<file path="config.mk">
export PLATFORM = sky130hd
export DESIGN_NAME = feedback_scheduler_with_io_queues_top
export DESIGN_NICKNAME = d
export VERILOG_FILES = /design/src/rtl/fsq_pkg.sv /design/src/rtl/feedback_scheduler_with_io_queues_top.sv /design/src/rtl/fsq_ram.sv
export SDC_FILE = /design/constraint.sdc
export NUM_CORES = 2
export LEC_CHECK = 0
export ABC_CLOCK_PERIOD_IN_PS = 6900
export CAP_MARGIN = 20
export CORE_ASPECT_RATIO = 1.75
export CORE_MARGIN = 3
export CORE_UTILIZATION = 25
export CTS_BUF_LIST = sky130_fd_sc_hd__clkbuf_2 sky130_fd_sc_hd__clkbuf_4 sky130_fd_sc_hd__clkbuf_8
export CTS_CLUSTER_DIAMETER = 150
export CTS_CLUSTER_SIZE = 24
export DETAILED_ROUTE_END_ITERATION = 8
export DONT_BUFFER_PORTS = 1
export RECOVER_POWER = 100
export REMOVE_ABC_BUFFERS = 1
export SETUP_SLACK_MARGIN = 0.5
export SKIP_LAST_GASP = 1
export SYNTH_ARGS = -nofsm -noshare
export SYNTH_HDL_FRONTEND = slang
export SYNTH_SLANG_ARGS = --single-unit
</file>
<file path="constraint.sdc">
create_clock -name aclk -period 6.9 [get_ports aclk]
set_input_delay 1.38 -clock aclk [delete_from_list [all_inputs] [get_ports aclk]]
set_output_delay 1.38 -clock aclk [all_outputs]
set_load 0.1 [all_outputs]
</file>
<file path="src/rtl/fsq_pkg.sv">
package fsq_pkg;

    localparam int MaxProcs = 32;
    localparam int PidW = 6;
    localparam int SlotW = 5;
    localparam int CntW = 6;
    localparam int RecW = 40;
    localparam int NumQ = 5;

    localparam logic [2:0] Q_HIGH = 3'd0;
    localparam logic [2:0] Q_LOW = 3'd1;
    localparam logic [2:0] Q_DISK = 3'd2;
    localparam logic [2:0] Q_TAPE = 3'd3;
    localparam logic [2:0] Q_PRN = 3'd4;

    localparam logic [1:0] REG_QUANTUM = 2'd0;
    localparam logic [1:0] REG_DISK = 2'd1;
    localparam logic [1:0] REG_TAPE = 2'd2;
    localparam logic [1:0] REG_PRN = 2'd3;

    localparam logic CMD_TICK = 1'b0;
    localparam logic CMD_ADMIT = 1'b1;

    typedef struct packed {
        logic       command;
        logic [7:0] burst_time;
        logic [7:0] disk_io_at;
        logic [7:0] tape_io_at;
        logic [7:0] printer_io_at;
    } in_item_t;

    typedef struct packed {
        logic       running_valid;
        logic [5:0] running_pid;
        logic       finished_valid;
        logic [5:0] finished_pid;
        logic [5:0] admitted_pid;
        logic       system_idle;
    } out_item_t;

    typedef struct packed {
        logic [7:0] remaining;
        logic [7:0] run_time;
        logic [7:0] disk_at;
        logic [7:0] tape_at;
        logic [7:0] printer_at;
    } proc_rec_t;

endpackage

</file>
<file path="src/rtl/feedback_scheduler_with_io_queues_top.sv">
// Two-level round-robin scheduler with disk, tape and printer queues. A tick
// walks the three devices (read head, release), then the running process (read
// record, write back, finish, block or preempt), then the dispatch (pop, load
// pid), and then the result register is loaded. All five queues share one pid
// memory (one write and one read port, slot = queue*32+index), process records
// sit in a second memory, at most one write to each memory per step. The input
// side stays blocked while a result waits, so with no output stall the next
// item is accepted in the cycle after the previous result is taken.
module feedback_scheduler_with_io_queues_top
    import fsq_pkg::*;
(
    input  logic      aclk,
    input  logic      aresetn,
    input  logic      s_valid,
    output logic      s_ready,
    input  in_item_t  s_data,
    output logic      m_valid,
    input  logic      m_ready,
    output out_item_t m_data,
    input  logic      cfg_we,
    input  logic [1:0] cfg_index,
    input  logic [7:0] cfg_data
);
    typedef enum logic [8:0] {
        S_IDLE  = 9'b000000001,
        S_DRD   = 9'b000000010,
        S_DCHK  = 9'b000000100,
        S_RRD   = 9'b000001000,
        S_RUPD  = 9'b000010000,
        S_DISP  = 9'b000100000,
        S_DISPW = 9'b001000000,
        S_ADM   = 9'b010000000,
        S_OUT   = 9'b100000000
    } state_t;

    state_t state_reg, state_next;
    logic [7:0] quantum_reg, dsvc_reg, tsvc_reg, psvc_reg;
    logic [SlotW-1:0] head_reg [NumQ];
    logic [CntW-1:0]  cnt_reg [NumQ];
    logic [PidW-1:0] next_pid_reg, cur_pid_reg, fin_pid_reg, adm_pid_reg;
    logic cpu_busy_reg, fin_reg;
    logic [7:0] slice_reg;
    logic [7:0] wait_reg [3];
    logic seen_reg [3];
    logic [PidW-1:0] seen_pid_reg [3];
    logic [1:0] dev_reg;
    in_item_t item_reg;
    logic [1:0] disp_q_reg;

    // pid memory
    logic q_we;
    logic [7:0] q_waddr, q_raddr;
    logic [PidW-1:0] q_wdata, q_rdata;
    fsq_ram #(.Width(PidW), .Depth(256)) u_qmem (
        .aclk(aclk), .we(q_we), .waddr(q_waddr), .wdata(q_wdata),
        .raddr(q_raddr), .rdata(q_rdata));

    logic p_we;
    logic [SlotW-1:0] p_waddr, p_raddr;
    proc_rec_t p_wdata, p_rdata;
    fsq_ram #(.Width(RecW), .Depth(MaxProcs)) u_pmem (
        .aclk(aclk), .we(p_we), .waddr(p_waddr), .wdata(p_wdata),
        .raddr(p_raddr), .rdata(p_rdata));

    logic [2:0] dq;
    assign dq = 3'(dev_reg) + Q_DISK;

    function automatic logic [7:0] tail_addr(logic [2:0] q, logic [SlotW-1:0] h,
                                             logic [CntW-1:0] c);
        logic [SlotW-1:0] t;
        t = h + c[SlotW-1:0];
        return {q, t};
    endfunction

    logic [7:0] svc;
    always_comb begin
        unique case (dev_reg)
            2'd0:    svc = dsvc_reg;
            2'd1:    svc = tsvc_reg;
            default: svc = psvc_reg;
        endcase
    end

    proc_rec_t upd;
    logic [7:0] slice_inc;
    always_comb begin
        upd = p_rdata;
        if (upd.remaining != 8'd0) upd.remaining = upd.remaining - 8'd1;
        if (upd.run_time != 8'hFF) upd.run_time = upd.run_time + 8'd1;
        slice_inc = (slice_reg != 8'hFF) ? slice_reg + 8'd1 : slice_reg;
    end

    logic all_empty;
    always_comb begin
        all_empty = 1'b1;
        for (int i = 0; i < NumQ; i++) begin
            if (cnt_reg[i] != '0) all_empty = 1'b0;
        end
    end

    assign s_ready = (state_reg == S_IDLE) && !m_valid;

    always_comb begin
        state_next = state_reg;
        q_raddr = {dq, head_reg[dq]};
        p_raddr = cur_pid_reg[SlotW-1:0] - SlotW'(1);
        unique case (state_reg)
            S_DRD:   q_raddr = {dq, head_reg[dq]};
            S_DISP:  q_raddr = (cnt_reg[Q_HIGH] != '0) ? {Q_HIGH, head_reg[Q_HIGH]}
                                                     : {Q_LOW, head_reg[Q_LOW]};
            default: ;
        endcase
        unique case (state_reg)
            S_IDLE:  if (s_valid && s_ready)
                         state_next = (s_data.command == CMD_ADMIT) ? S_ADM : S_DRD;
            S_DRD:   state_next = S_DCHK;
            S_DCHK:  state_next = (dev_reg == 2'd2) ? S_RRD : S_DRD;
            S_RRD:   state_next = S_RUPD;
            S_RUPD:  state_next = S_DISP;
            S_DISP:  state_next = S_DISPW;
            S_DISPW: state_next = S_OUT;
            S_ADM:   state_next = S_OUT;
            S_OUT:   state_next = S_IDLE;
            default: state_next = S_IDLE;
        endcase
    end

    // device release, block or preempt decision and the memory write ports
    logic release_now, cpu_exit;
    logic [2:0] exit_q;
    always_comb begin
        release_now = (state_reg == S_DCHK) && (cnt_reg[dq] != '0) &&
                      (((seen_reg[dev_reg] && seen_pid_reg[dev_reg] == q_rdata &&
                         wait_reg[dev_reg] != 8'hFF) ? wait_reg[dev_reg] + 8'd1
                                                     : wait_reg[dev_reg]) >= svc);
        cpu_exit = 1'b0;
        exit_q = Q_LOW;
        if (upd.remaining == 8'd0) begin
            cpu_exit = 1'b0;
        end else if (upd.disk_at == upd.run_time) begin
            cpu_exit = 1'b1; exit_q = Q_DISK;
        end else if (upd.tape_at == upd.run_time) begin
            cpu_exit = 1'b1; exit_q = Q_TAPE;
        end else if (upd.printer_at == upd.run_time) begin
            cpu_exit = 1'b1; exit_q = Q_PRN;
        end else if (slice_inc == quantum_reg) begin
            cpu_exit = 1'b1; exit_q = Q_LOW;
        end
        q_we = 1'b0;
        q_waddr = '0;
        q_wdata = q_rdata;
        p_we = 1'b0;
        p_waddr = p_raddr;
        p_wdata = upd;
        if (state_reg == S_DCHK && release_now) begin
            q_we = 1'b1;
            q_waddr = (dev_reg == 2'd0) ? tail_addr(Q_LOW, head_reg[Q_LOW], cnt_reg[Q_LOW])
                                        : tail_addr(Q_HIGH, head_reg[Q_HIGH], cnt_reg[Q_HIGH]);
        end else if (state_reg == S_RUPD && cpu_busy_reg) begin
            p_we = 1'b1;
            q_we = cpu_exit;
            q_wdata = cur_pid_reg;
            q_waddr = tail_addr(exit_q, head_reg[exit_q], cnt_reg[exit_q]);
        end else if (state_reg == S_ADM && next_pid_reg <= PidW'(MaxProcs)) begin
            p_we = 1'b1;
            p_waddr = next_pid_reg[SlotW-1:0] - SlotW'(1);
            p_wdata = '{remaining: item_reg.burst_time, run_time: 8'd0,
                        disk_at: item_reg.disk_io_at, tape_at: item_reg.tape_io_at,
                        printer_at: item_reg.printer_io_at};
            q_we = 1'b1;
            q_wdata = next_pid_reg;
            q_waddr = tail_addr(Q_HIGH, head_reg[Q_HIGH], cnt_reg[Q_HIGH]);
        end
    end

    always_ff @(posedge aclk) begin
        if (!aresetn) begin
            state_reg <= S_IDLE;
            quantum_reg <= 8'd2; dsvc_reg <= 8'd2; tsvc_reg <= 8'd5; psvc_reg <= 8'd7;
            for (int i = 0; i < NumQ; i++) begin
                head_reg[i] <= '0; cnt_reg[i] <= '0;
            end
            for (int i = 0; i < 3; i++) begin
                wait_reg[i] <= '0; seen_reg[i] <= 1'b0; seen_pid_reg[i] <= '0;
            end
            next_pid_reg <= PidW'(1);
            cpu_busy_reg <= 1'b0; cur_pid_reg <= '0; slice_reg <= '0;
            dev_reg <= '0; m_valid <= 1'b0; fin_reg <= 1'b0;
            fin_pid_reg <= '0; adm_pid_reg <= '0; disp_q_reg <= '0;
        end else begin
            state_reg <= state_next;
            if (cfg_we) begin
                unique case (cfg_index)
                    REG_QUANTUM: quantum_reg <= cfg_data;
                    REG_DISK:    dsvc_reg <= cfg_data;
                    REG_TAPE:    tsvc_reg <= cfg_data;
                    REG_PRN:     psvc_reg <= cfg_data;
                    default: ;
                endcase
            end
            if (m_valid && m_ready) m_valid <= 1'b0;
            unique case (state_reg)
                S_IDLE: if (s_valid && s_ready) begin
                    item_reg <= s_data;
                    dev_reg <= '0; fin_reg <= 1'b0; fin_pid_reg <= '0; adm_pid_reg <= '0;
                end
                S_DCHK: begin
                    if (cnt_reg[dq] != '0 && seen_reg[dev_reg] &&
                        seen_pid_reg[dev_reg] == q_rdata && wait_reg[dev_reg] != 8'hFF)
                        wait_reg[dev_reg] <= wait_reg[dev_reg] + 8'd1;
                    seen_reg[dev_reg] <= (cnt_reg[dq] != '0);
                    seen_pid_reg[dev_reg] <= (cnt_reg[dq] != '0) ? q_rdata : '0;
                    if (release_now) begin
                        wait_reg[dev_reg] <= '0;
                        head_reg[dq] <= head_reg[dq] + SlotW'(1);
                        cnt_reg[dq] <= cnt_reg[dq] - CntW'(1);
                        if (dev_reg == 2'd0) cnt_reg[Q_LOW] <= cnt_reg[Q_LOW] + CntW'(1);
                        else cnt_reg[Q_HIGH] <= cnt_reg[Q_HIGH] + CntW'(1);
                    end
                    // wrap after the printer so the device index stays in range
                    dev_reg <= (dev_reg == 2'd2) ? 2'd0 : dev_reg + 2'd1;
                end
                S_RUPD: if (cpu_busy_reg) begin
                    slice_reg <= slice_inc;
                    if (upd.remaining == 8'd0) begin
                        fin_reg <= 1'b1; fin_pid_reg <= cur_pid_reg;
                        cpu_busy_reg <= 1'b0; cur_pid_reg <= '0;
                    end else if (cpu_exit) begin
                        cnt_reg[exit_q] <= cnt_reg[exit_q] + CntW'(1);
                        cpu_busy_reg <= 1'b0; cur_pid_reg <= '0;
                    end
                end
                S_DISP: if (!cpu_busy_reg) begin
                    // pop high first, else low
                    if (cnt_reg[Q_HIGH] != '0) begin
                        head_reg[Q_HIGH] <= head_reg[Q_HIGH] + SlotW'(1);
                        cnt_reg[Q_HIGH] <= cnt_reg[Q_HIGH] - CntW'(1);
                        disp_q_reg <= 2'd1;
                    end else if (cnt_reg[Q_LOW] != '0) begin
                        head_reg[Q_LOW] <= head_reg[Q_LOW] + SlotW'(1);
                        cnt_reg[Q_LOW] <= cnt_reg[Q_LOW] - CntW'(1);
                        disp_q_reg <= 2'd2;
                    end else begin
                        disp_q_reg <= 2'd0;
                    end
                end else begin
                    disp_q_reg <= 2'd0;
                end
                S_DISPW: if (disp_q_reg != 2'd0) begin
                    cpu_busy_reg <= 1'b1; cur_pid_reg <= q_rdata; slice_reg <= '0;
                end
                S_ADM: if (next_pid_reg <= PidW'(MaxProcs)) begin
                    adm_pid_reg <= next_pid_reg;
                    cnt_reg[Q_HIGH] <= cnt_reg[Q_HIGH] + CntW'(1);
                    next_pid_reg <= next_pid_reg + PidW'(1);
                end
                S_OUT: begin
                    m_valid <= 1'b1;
                    m_data <= '{running_valid: cpu_busy_reg,
                                running_pid: cpu_busy_reg ? cur_pid_reg : '0,
                                finished_valid: fin_reg, finished_pid: fin_pid_reg,
                                admitted_pid: adm_pid_reg,
                                system_idle: all_empty && !cpu_busy_reg};
                end
                default: ;
            endcase
        end
    end
endmodule

</file>
<file path="src/rtl/fsq_ram.sv">
module fsq_ram #(
    parameter int Width = 8,
    parameter int Depth = 32
) (
    input  logic                     aclk,
    input  logic                     we,
    input  logic [$clog2(Depth)-1:0] waddr,
    input  logic [Width-1:0]         wdata,
    input  logic [$clog2(Depth)-1:0] raddr,
    output logic [Width-1:0]         rdata
);
    logic [Width-1:0] mem [Depth];

    always_ff @(posedge aclk) begin
        if (we) begin
            mem[waddr] <= wdata;
        end
        rdata <= mem[raddr];
    end
endmodule
</file>
==> impl_results.md <==
- Hold Crit Class: flip-flop to flip-flop
- Core Area: 0.4344 sq mm
- Residual DRC count: 1
- R2R setup slack: 450 ps
- Final antenna-violating net count: 0
- IO Port Bufs: 0
- Most flop-heavy register: u_pmem.mem
- Arrival time worst endpoint: 7090 ps
- Vias in the first global route: 58900
- Slew Viols, Final: 1491
- Nets: 6329
- Cts hold-fix bufs: 0
- RSZ-0062 raised after global routing: false
- Setup Skew: 137.8 ps
- Fmax: 155.1 MHz
- CP max FO: 10
- Outcome: finished, violations left
- Crit Path Category: flip-flop to flip-flop
- Fin. Hold Viols: 0
- Yosys top cell area share: 71.69%
- Worst Setup Slack, final: 452.2 ps
- Synth cell types: 91
- Most frequent cells in the layout: edfxtp_1, mux4_2, nand2_1, nor2_1, conb_1
- Setup TNS: 0 ps
- Startpoint types: flip-flop
- Pre-Repair DR Iteration Count: 9
- Worst Tran Pin Value: 4194 ps
- Tmin final: 6448 ps
- # fillers: 42840
- CP dominant cell by count: nor2_1
- Initial antenna violation count: 9
- IO Pins: 71
- Critical path's largest stage delay: 510 ps
- Slew HR: -179.6%
- Synth Register Bits: 2739
- Commonest non-fill, non-tap cell in the layout: edfxtp_1
- WP data required: 7540 ps
- Final setup vio count: 0
- Post-DP HPWL: 186400 microns
- Num CTS Buffers: 140
- Width of the die: 505.7 microns
- Max reg flops: 1280
- Total Wirelength: 299600 microns
- Critical Path, Cell by Cell: ha_1 > and3_2 > nand3_1 > a2111oi_1 > o2111ai_1 > or3_4 > a21oi_1 > nor2_1 > nor2_1 > mux2_2 > o21ai_0 > ha_1 > a21o_1 > a21oi_1 > xor2_1 > nor2_1 > a211o_1 > nor2_2 > nand2_1 > buf_4 > nor2_1 > clkbuf_1
- Mapped Avg Cell Area: 18.71 sq um
- Maximum VDD drop: 0.0001853 V
- EDFF count, synth: 2608
- Via Count: 56550
- Biggest regs: u_pmem.mem (1280), u_qmem.mem (1152), u_pmem.rdata (40)
- Async set or reset register ratio after synthesis: 0%
- Synth area leaders: edfxtp_1, mux4_2, dfxtp_1
- Pre-CTS WS: 546.8 ps
- Layout cells sized above 1: 19.81%
- LEAKAGE: 37.02 nW
- Hold Path Stages: 0
- Max Cap Violations: 53
- Largest net degree at the start of global routing: 158
- Syn Std Cell Area: 0.1092 sq mm
- Clock sinks: 2739
- CP max-delay cell: dfxtp_1
- First-pass GRT wire length: 424000 microns
- Synth Warn #: 0
- Most common flop cell mapped by yosys: edfxtp_1
- Die area: 0.4453 sq mm
- 1st-iter DRT viols: 5963
- Clk slew on worst S/H paths: 140 ps
- Failing checks: design-rule violations, max-capacitance violations, max-slew violations
- Root Driver: clkbuf_8
- Routability cong.: 0.8993
- Gr usage total: 12.97%
- Area grow syn2layout: 11.41%
- CTS tree: built
- Synth area leader: edfxtp_1
- R2R cell count: 22
- Pwr per Cell Area: 221.1 mW/mm^2
- Critical Path Sink Type: flip-flop
- H-Tree Depth: 4
- Vias per inst: 4.663
- Total gr overflow: 0
- Num rows: 320
- Seq/Total Area, Yosys: 74.09%
- Clk buf depth: 4
- Initial Utilization: 25.15%
- Final Hold Slack: 454.7 ps
- DR WL/cell: 24.71 microns
- Final cycle utilization of the critical path: 93.45%
- Height of the die: 880.5 microns
- Later-pin clock latency in the skew report: 1010 ps
- Synthesized instance count: 5839
cell usage after synthesis (6+ instances only):
cell / number
or4_1: 9
nor2b_1: 24
a2111oi_0: 18
o2111ai_1: 7
inv_1: 51
xor2_1: 43
and3_1: 22
dfxtp_1: 131
and4_1: 6
nor2_1: 381
nand2_1: 543
a21o_1: 18
o22ai_1: 8
nor3_1: 39
o31ai_1: 15
buf_2: 55
nor4_1: 15
mux4_2: 664
edfxtp_1: 2608
nor2_2: 21
a22oi_1: 12
buf_4: 10
xnor2_1: 44
nand3_1: 172
buf_1: 51
a31oi_1: 26
mux2_2: 47
a32oi_1: 18
a21oi_1: 153
nand2b_1: 16
mux2i_1: 102
a221oi_1: 11
or3_1: 11
ha_1: 40
o21ai_0: 60
a211oi_1: 41
nand4_1: 30
o21a_1: 7
clkbuf_1: 195
and2_1: 17
path summary, 6_finish.rpt:
kind                            end              from
hold reg to reg           m_data[5]    adm_pid_reg[4]
setup / recovery  u_qmem.mem[96][4]  u_pmem.rdata[25]
setup reg to reg  u_qmem.mem[96][4]  u_pmem.rdata[25]
hold / removal            m_data[5]    adm_pid_reg[4]
critical path: cells and delay by family (launching register included):
| family | cells | cell delay [ps] |
|---|---|---|
| compound gates | 7 | 2000 |
| simple gates | 9 | 1830 |
| fa+ha+maj | 2 | 620 |
| buf+inv | 2 | 520 |
| flops | 1 | 510 |
| mux | 1 | 380 |
| xor+xnor | 1 | 200 |
logic make-up after synthesis:
logic type | Yosys count | share of synthesized area, %
AO/OA/AOI/OAI | 451 | 2.743
multiplexers | 813 | 15.11
XOR/XNOR | 89 | 0.7376
other | 1 | 0.003433
flip-flops | 2739 | 74.09
buffers and inverters | 366 | 1.375
AND/OR/NAND/NOR | 1336 | 5.415
adder cells (fa/ha/maj) | 44 | 0.5314
per-stage QoR:
step                      util (%)  total power, mW  cells  instance area [sq um]
after floorplan                  -            19.67   5716                 108700
after global placement       27.57            19.99  11870                 119800
after detailed placement     27.59            20.02  11880                 119800
after CTS                    28.19            27.16  12110                 122500
after global routing         28.02            27.75  12120                 121700
final                        28.02            26.91  12130                 121700
area by class of cell:
class | count | area (sq um) | share of cell area [%]
sequential | 2739 | 80940 | 66.51
multi-input combinational | 2925 | 27790 | 22.84
tap | 5796 | 7252 | 5.958
timing repair buffer | 379 | 2889 | 2.374
clock buffer | 223 | 2556 | 2.100
inverter | 52 | 195.2 | 0.1604
clock inverter | 8 | 70.07 | 0.05757
antenna | 4 | 10.01 | 0.008224
metal layers:
layer / routed length (microns) / global-route usage, % / vias to the layer above
li1: - / - / 23880
met1: 106000 / 14.37 / 29940
met2: 159000 / 24.04 / 2071
met3: 17240 / 1.908 / 653
met4: 17430 / 6.415 / 2
met5: 13 / 0 / -
power by group:
part	switching, mW	internal [mW]
sequential	0.0812	18.4
clock	4.89	2.39
combinational	0.840	0.279
repair_timing:
item                                   4_1_cts  5_1_grt
pin swaps                                    0        1
endpoints found under the hold margin        0        0
buffers inserted                             0        6
resized for setup                            2       13
setup endpoints to repair                   39      960
No activity file was read; power rests on OpenSTA's default activity.
